### config.mk
export PLATFORM = sky130hd
export DESIGN_NAME = mrss_ctrl
export DESIGN_NICKNAME = d
export VERILOG_FILES = /design/src/rtl/mrss_pkg.sv /design/src/rtl/mrss_ctrl.sv
export SDC_FILE = /design/constraint.sdc
export NUM_CORES = 1
export LEC_CHECK = 0
export BUFFER_PORTS_ARGS = -buffer_cell sky130_fd_sc_hd__clkbuf_2
export CORE_AREA = 3 3 40 42
export DETAILED_ROUTE_END_ITERATION = 12
export DIE_AREA = 0 0 43 45
export GPL_ROUTABILITY_DRIVEN = 0
export SKIP_LAST_GASP = 1
export SYNTH_ARGS = -nofsm -noshare
export SYNTH_HDL_FRONTEND = slang
export SYNTH_SLANG_ARGS = --single-unit
### constraint.sdc
create_clock -name i_clk -period 1.3 [get_ports i_clk]
set_input_delay 0.13 -clock i_clk [delete_from_list [all_inputs] [get_ports i_clk]]
set_output_delay 0.13 -clock i_clk [all_outputs]
set_load 0.05 [all_outputs]
### src/rtl/mrss_pkg.sv
// shared types and constants for the multi-ring sample statistics block
package mrss_pkg;

    localparam int FUNC_W      = 2;
    localparam int BKT_W       = 2;
    localparam int SMP_W       = 32;
    localparam int OFF_W       = 7;
    localparam int CNT_W       = 7;
    localparam int MAX_BUCKETS = 4;

    // 1000.0 in unsigned q16.16
    localparam logic [SMP_W-1:0] MIN_START = 32'h03E8_0000;

    typedef enum logic [FUNC_W-1:0] {
        FUNC_PUSH  = 2'd0,
        FUNC_READ  = 2'd1,
        FUNC_STATS = 2'd2,
        FUNC_NONE  = 2'd3
    } t_func;

    typedef enum logic [3:0] {
        S_CLEAR,
        S_IDLE,
        S_DECODE,
        S_PUSH,
        S_RD_ADD,
        S_RD_MOD,
        S_RD_WAIT,
        S_ST_INIT,
        S_ST_WALK,
        S_ST_DRAIN,
        S_ST_DIV,
        S_FINISH
    } t_state;

    typedef struct packed {
        logic clr;
        logic load;
        logic push;
        logic rd_add;
        logic rd_mod;
        logic rd_issue;
        logic rd_cap;
        logic st_init;
        logic st_issue;
        logic div_step;
        logic out_load;
    } t_cmd;

    typedef struct packed {
        t_func func;
        logic  clr_last;
        logic  bucket_ok;
        logic  idx_ge;
        logic  empty;
        logic  walk_last;
        logic  div_last;
        logic  out_free;
    } t_status;

endpackage

### src/rtl/mrss_ctrl.sv
// controller: sequences clear sweep, push, read, statistics walk and divide
module mrss_ctrl (
    input  logic              i_clk,
    input  logic              i_rst_n,
    input  logic              i_valid,
    output logic              o_stall,
    input  mrss_pkg::t_status i_status,
    output mrss_pkg::t_cmd    o_cmd
);

    import mrss_pkg::*;

    t_state r_state;
    t_state n_state;

    always_ff @(posedge i_clk) begin
        if (!i_rst_n) begin
            r_state <= S_CLEAR;
        end else begin
            r_state <= n_state;
        end
    end

    always_comb begin
        n_state = r_state;
        o_cmd   = '0;
        unique case (r_state)
            S_CLEAR: begin
                o_cmd.clr = 1'b1;
                if (i_status.clr_last) begin
                    n_state = S_IDLE;
                end
            end
            S_IDLE: begin
                if (i_valid) begin
                    o_cmd.load = 1'b1;
                    n_state    = S_DECODE;
                end
            end
            S_DECODE: begin
                if (!i_status.bucket_ok) begin
                    n_state = S_FINISH;
                end else begin
                    unique case (i_status.func)
                        FUNC_PUSH:  n_state = S_PUSH;
                        FUNC_READ:  n_state = S_RD_ADD;
                        FUNC_STATS: n_state = S_ST_INIT;
                        FUNC_NONE:  n_state = S_FINISH;
                        default:    n_state = S_FINISH;
                    endcase
                end
            end
            S_PUSH: begin
                o_cmd.push = 1'b1;
                n_state    = S_FINISH;
            end
            S_RD_ADD: begin
                o_cmd.rd_add = 1'b1;
                n_state      = S_RD_MOD;
            end
            S_RD_MOD: begin
                // bring oldest + offset back into the ring
                if (i_status.idx_ge) begin
                    o_cmd.rd_mod = 1'b1;
                end else begin
                    o_cmd.rd_issue = 1'b1;
                    n_state        = S_RD_WAIT;
                end
            end
            S_RD_WAIT: begin
                o_cmd.rd_cap = 1'b1;
                n_state      = S_FINISH;
            end
            S_ST_INIT: begin
                o_cmd.st_init = 1'b1;
                n_state       = i_status.empty ? S_FINISH : S_ST_WALK;
            end
            S_ST_WALK: begin
                o_cmd.st_issue = 1'b1;
                if (i_status.walk_last) begin
                    n_state = S_ST_DRAIN;
                end
            end
            S_ST_DRAIN: begin
                n_state = S_ST_DIV;
            end
            S_ST_DIV: begin
                o_cmd.div_step = 1'b1;
                if (i_status.div_last) begin
                    n_state = S_FINISH;
                end
            end
            S_FINISH: begin
                if (i_status.out_free) begin
                    o_cmd.out_load = 1'b1;
                    n_state        = S_IDLE;
                end
            end
            default: begin
                n_state = S_IDLE;
            end
        endcase
    end

    assign o_stall = r_state != S_IDLE;

endmodule

==> summary.md, run 1 <==
| Metric | Value |
|---|---|
| Status | complete, but fails checks |
| Failing checks | negative setup slack |
| CTS Hold Bufs | 0 |
| Avg Cell Area, Syn | 7.57 sq um |
| Largest regs | r_state x4 |
| Final HPWL DP | ~1100 um |
| Worst flop-to-flop path endpoint | r_state[3] |
| Antenna cells | 0 |
| R2R Path Start | r_state[2] |
| Gate Count Post-Synth | between 50 and 60 |
| Main area contributors after synthesis | dfxtp_1 (18%), ha_1 (5.6%), nand2b_1 (5.6%), nor2_1 (5.0%), and4b_1 (4.5%) |
| Worst-case clock skew | 4.22 ps |
| Clock latency at the later pin of the worst-skew pair | 240 ps |
| Max-Cap Viols | 0 |
| Worst slew pin tran | 300 ps |
| P&R area growth vs syn | 122% |
| Rows | 13 |
| Biggest register | r_state |
| DRC errors left | 0 |
| Post-route antenna net violation count | 0 |
| Dpl ws | -145 ps |
| Worst slew margin | about four fifths |
| Area leader, netlist | dfxtp_1 |
| Total global-route track usage | 19.9% |
| Critical path class | reg -> out |
| Total congestion overflow | 0 |
| Sequential area share after synthesis | 17.9% |
| Worst-path clk slew | 40 ps |
| Slowest cell on crit path | dfxtp_4 |
| Share of cells above drive strength 1 | 71.1% |
| CP arrival | 1270 ps |
| Largest register FFs | 4 |
| First-pass GRT wire length | between 2000 and 3000 um |
| CP max FO | 7 |
| Crit-path cells | buf_6 -> nand2b_4 -> nor3_4 -> buf_8 |
| Tcrit/Tclk final | 108% |
| H-Tree Depth | 1 |
| DRT iter0 DRCs | 13 |
| Syn nets | 73 |
| Vias per cell | 5.48 |
| Pwr Total | 1.25 mW |
| Hold Fails Final Rpt | 0 |
| Reg2reg setup slack | -10 ps |
| Setup crit end kind | primary output |
| Family with the most delay on the worst path | flip-flops |
| F_max | 0.715 GHz |
| Count of different cell masters after synthesis | 29 |
| Pwr dens | between 1000 and 1500 nW/um^2 |
| Nets@finish | 113 |
| RSZ-0062 raised after global routing | true |
| CTS max path bufs | 2 |
| R2R cell count | 6 |
| Worst stage delay on the critical path | 370 ps |
| Netlist Area Pre-Place | 447 sq um |
| CTS tree | built |
| Vias in the first global route | 595 |
| Min Clock Period, post-route | 1400 ps |
| Largest net degree at the start of global routing | 9 |
| Min Hold Slack | 138 ps |
| I/O Pins | 24 |
| Register Area | 95.1 sq um |
| Area of the multi-input gates | roughly 470 sq um |
| Final WL | 1760 um |
| Vias | 614 |
| HP Class | in -> reg |
| Hold endpoint | r_state[3] |
| Die Y | ~45 um |
| Initial Util | 34.8% |
| PortBufs | 23 |
| DR pass1 iterations | 4 |
| Core Area | 1280 sq um |
| Initial antenna violation count | 0 |
| VDD IR-drop max | approximately 0.65 mV |
| Hold path depth | 2 |
| Pins Over Slew Limit | 0 |
| Beginning of the worst hold path | i_rst_n |
| CTS Buf Count | 3 |
| Lkg Pwr | 0.421 nW |
| Routed length per instance | 15.7 um |
| TNS Setup | -444 ps |
| Die area | 1940 sq um |
| Crit start category | flip-flop |
| Die Span X | approximately 43 um |
| Worst setup margin | -99.3 ps |
| Synth top area share | 17.9% |
| # clock sinks | 4 |
| CTS Root Cell | clkbuf_4 |
| Fillers | 84 |
| Final setup violation count | 9 |
| WP buf/inv | 2 |
| Synthesis-stage register bit count | 4 |
| Worst EP required | 1170 ps |
| Ys Warns | 0 |
cell type report:
class	count	area share, %
multi-input cells	48	47.3
repair buffers	40	38.2
flip-flops and latches	4	9.61
clock buffers	3	2.28
well taps	15	1.90
inverters	2	0.759
Yosys cell counts, drive strengths merged:
library cell  number
o211a              1
nand2b             4
nor2b              3
o21bai             1
nand4              1
o221a              1
nor2               7
nand3              2
o31ai              1
nand2              3
buf                5
mux2i              2
inv                2
a21oi              3
and3               1
o21ai              2
dfxtp              4
and4b              2
ha                 2
a31oi              1
nor3               4
o211ai             2
o21a               1
a221oi             1
nor4               1
nor3b              2
cell usage in the layout, fill, tap and decap left out, drive strengths merged, types with 3 or more instances in the layout:
master / count
clkbuf: 15
buf: 28
dfxtp: 4
a21oi: 3
nor3: 4
nor2: 7
nor2b: 3
nand2b: 4
nand2: 3
worst reg2reg max path, cell delays in order (launching register included):
cell	delay, ps
dfxtp_4	370
buf_4	150
buf_4	130
nand2b_4	140
o31ai_2	160
o21ai_1	80
o21a_1	160
power breakdown:
part	total, mW	internal (mW)	switching (mW)
Clock	0.153	0.103	0.0499
Sequential	0.229	0.159	0.0706
Combinational	0.868	0.414	0.453
Total	1.25	0.676	0.574
worst max-delay path by stage:
stage	startpoint	endpoint	slack, ps	depth (start not counted)
global placement	r_state[0]	r_state[0]	-60	4
detailed placement	r_state[0]	r_state[0]	-150	4
global route	r_state[2]	o_cmd[2]	-140	4
floorplan	r_state[2]	o_cmd[0]	-170	3
finish	r_state[2]	o_cmd[2]	-100	4
CTS	r_state[2]	o_cmd[2]	-110	4
kinds of logic (layout without fill, tap and decap cells):
| kind of cell | Yosys count | count (layout) | synth area share, % |
|---|---|---|---|
| adders and majority gates | 2 | 2 | 5.60 |
| buffers and inverters | 7 | 45 | 9.80 |
| muxes | 2 | 2 | 4.48 |
| AOI/OAI and AO/OA | 14 | 14 | 23.5 |
| DFF | 4 | 4 | 17.9 |
| and+or+nand+nor | 30 | 30 | 38.7 |
timing repair:
action,4_1_cts,5_1_grt
resized for setup,47,17
endpoints found under the setup margin,15,15
pin swaps,5,10
buffers inserted,4,0
gates cloned,0,0
stage by stage:
stage          utilization [%]  instances  cell area (sq um)
3_3_place_gp              55.9        105                718
4_1_cts                   73.9        112                950
3_5_place_dp              55.9        105                718
2_1_floorplan                -         59                532
6_report                  77.0        112                990
5_1_grt                   77.0        112                990
routing by layer:
layer  wire length, um  global-route usage (%)  part of all wire (%)
met1               706                    22.3                    40
met2               950                    36.5                    54
met3                58                    2.39                   3.3
met4                40                    10.8                   2.3
met5                 0                       0                     0
Power figures use the tool's default switching activity.
==> run 2, diff against run 1 <==
--- a/config.mk
+++ b/config.mk
@@ -9,7 +9,8 @@
 export CORE_AREA = 3 3 40 42
 export DETAILED_ROUTE_END_ITERATION = 12
 export DIE_AREA = 0 0 43 45
-export GPL_ROUTABILITY_DRIVEN = 0
+export GPL_ROUTABILITY_DRIVEN = 1
+export GPL_TIMING_DRIVEN = 0
 export SKIP_LAST_GASP = 1
 export SYNTH_ARGS = -nofsm -noshare
 export SYNTH_HDL_FRONTEND = slang
==> summary.md, run 2 (synthesized netlist as in run 1, its figures left out) <==
| Metric | Value |
|---|---|
| Status | complete, but fails checks (unchanged) |
| Failing checks | negative setup slack (unchanged) |
| Worst-path clk slew | 50 ps (was 40 ps) |
| Routed length per instance | 15.2 um (was 15.7 um) |
| Placed Cells | 97 (was 105) |
| F_max | 0.688 GHz (was 0.715 GHz) |
| Pwr Total | 1.36 mW (was 1.25 mW) |
| Vias | 629 (was 614) |
| VDD IR-drop max | 1.04 mV (was 0.654 mV) |
| Initial Util | 34.8% (unchanged) |
| DR pass1 iterations | 4 (unchanged) |
| Core Area | 1280 sq um (unchanged) |
| CTS Hold Bufs | 0 (unchanged) |
| HP Class | in -> reg (unchanged) |
| Total global-route track usage | 18.6% (was 19.9%) |
| DRT iter0 DRCs | 10 (was 13) |
| Vias in the first global route | 601 (was 595) |
| Commonest non-fill, non-tap cells in the layout | buf_8 (13), clkbuf_2 (11), buf_4 (11) (was clkbuf_2 (11), buf_8 (10), buf_4 (10)) |
| # clock sinks | 4 (unchanged) |
| Pins Over Slew Limit | 0 (unchanged) |
| CP max FO | 7 (unchanged) |
| Final HPWL DP | 1070 um (was 1120 um) |
| Worst slew pin tran | 302 ps (was 300 ps) |
| First-pass GRT wire length | 2600 um (was 2730 um) |
| CTS tree | built (unchanged) |
| Initial antenna violation count | 0 (unchanged) |
| Post-route antenna net violation count | 0 (unchanged) |
| CTS Buf Count | 3 (unchanged) |
| Min Clock Period, post-route | 1450 ps (was 1400 ps) |
| Crit-path cells | buf_6 -> buf_6 -> nor4_4 -> clkbuf_8 (was buf_6 -> nand2b_4 -> nor3_4 -> buf_8) |
| Final setup violation count | 13 (was 9) |
| Clock latency at the later pin of the worst-skew pair | 260 ps (was 240 ps) |
| Most common cell after layout, fill and taps aside | buf_8 (was clkbuf_2) |
| Vias per cell | 5.47 (was 5.48) |
| DRC errors left | 0 (unchanged) |
| Tcrit/Tclk final | 112% (was 108%) |
| Min Hold Slack | 121 ps (was 138 ps) |
| Final WL | 1750 um (was 1760 um) |
| Crit start category | flip-flop (unchanged) |
| Post-Layout Cell Count | 115 (was 112) |
| Nets@finish | 116 (was 113) |
| Most common cell on crit path | buf_6 |
| P&R area growth vs syn | 129% (was 122%) |
| Setup crit end kind | primary output (unchanged) |
| GP Congestion | 0.768 |
| Hold Fails Final Rpt | 0 (unchanged) |
| RSZ-0062 raised after global routing | true (unchanged) |
| Die Span X | 43 um (unchanged) |
| Fillers | 92 (was 84) |
| Slowest cell on crit path | dfxtp_2 (was dfxtp_4) |
| Lkg Pwr | 0.449 nW (was 0.421 nW) |
| Worst setup margin | -153 ps (was -99.3 ps) |
| Worst EP required | 1170 ps (about the same) |
| I/O Pins | 24 (unchanged) |
| CTS Root Cell | clkbuf_4 (unchanged) |
| CTS max path bufs | 2 (unchanged) |
| PortBufs | 23 (unchanged) |
| Rows | 13 (unchanged) |
| Largest register FFs | 4 (unchanged) |
| Critical path class | reg -> out (unchanged) |
| Die area | 1940 sq um (unchanged) |
| Worst slew margin | 79.9% (was 80.0%) |
| Total congestion overflow | 0 (unchanged) |
| Largest net degree at the start of global routing | 11 (was 9) |
| Worst-case clock skew | 13.5 ps (was 4.22 ps) |
| Worst stage delay on the critical path | 320 ps (was 370 ps) |
| H-Tree Depth | 1 (unchanged) |
| CP arrival | 1320 ps (was 1270 ps) |
| Antenna cells | 0 (unchanged) |
| Max-Cap Viols | 0 (unchanged) |
| Die Y | 45 um (unchanged) |
| TNS Setup | -982 ps (was -444 ps) |
| Largest regs | r_state x4 (unchanged) |
| Biggest register | r_state (unchanged) |
| Pwr dens | 1330 nW/um^2 (was 1260 nW/um^2) |
| Share of cells above drive strength 1 | 68.0% (was 71.1%) |
| Dpl ws | -199 ps (was -145 ps) |
-- run 2: report_power, final --
part	switching, mW	internal (mW)	total (mW)
Clock	0.0660	0.104	0.170
Combinational	0.498	0.492	0.990
Sequential	0.0400	0.158	0.198
-- run 2: per-stage QoR --
stage	area, sq um	util (%)
after floorplan	532	-
after global placement	666	51.8
after detailed placement	666	51.8
after CTS	916	71.3
after global routing	1020	79.5
final	1020	79.5
-- run 2: layout make-up --
cell class	instances	area, sq um	area share [%]
multi-input combinational	48	448	43.9
timing repair buffer	39	382	37.4
sequential	4	90.1	8.82
buffer	4	52.6	5.15
clock buffer	3	22.5	2.21
tap	15	18.8	1.84
inverter	2	7.51	0.735
-- run 2: worst max-delay path, delay by kind of cell (launching register included) --
kind	cells	cell delay [ps]
buf+inv	3	470
simple gates	1	260
flops	1	320
-- run 2: path summary, 6_finish.rpt --
kind / start / slack (ps) / to / cells past startpoint
setup / recovery: r_state[3] / -150 / o_cmd[10] / 4
hold / removal: i_rst_n / 120 / r_state[3] / 2
hold reg to reg: r_state[1] / 630 / r_state[1] / 2
setup reg to reg: r_state[2] / -120 / r_state[3] / 6
-- run 2: timing repair --
action                                  in CTS  in global routing
pin swaps                                    6                  6
setup buffers                               10                  6
endpoints found under the setup margin      13                 15
gates resized for setup                     39                 24
-- run 2: metal layers --
layer	vias to the layer above	share of wire (%)	global-route usage, %
li1	300	-	-
met1	302	40	20.0
met2	23	53	31.4
met3	4	5.5	6.37
met4	0	1.9	11.4
met5	-	0	0
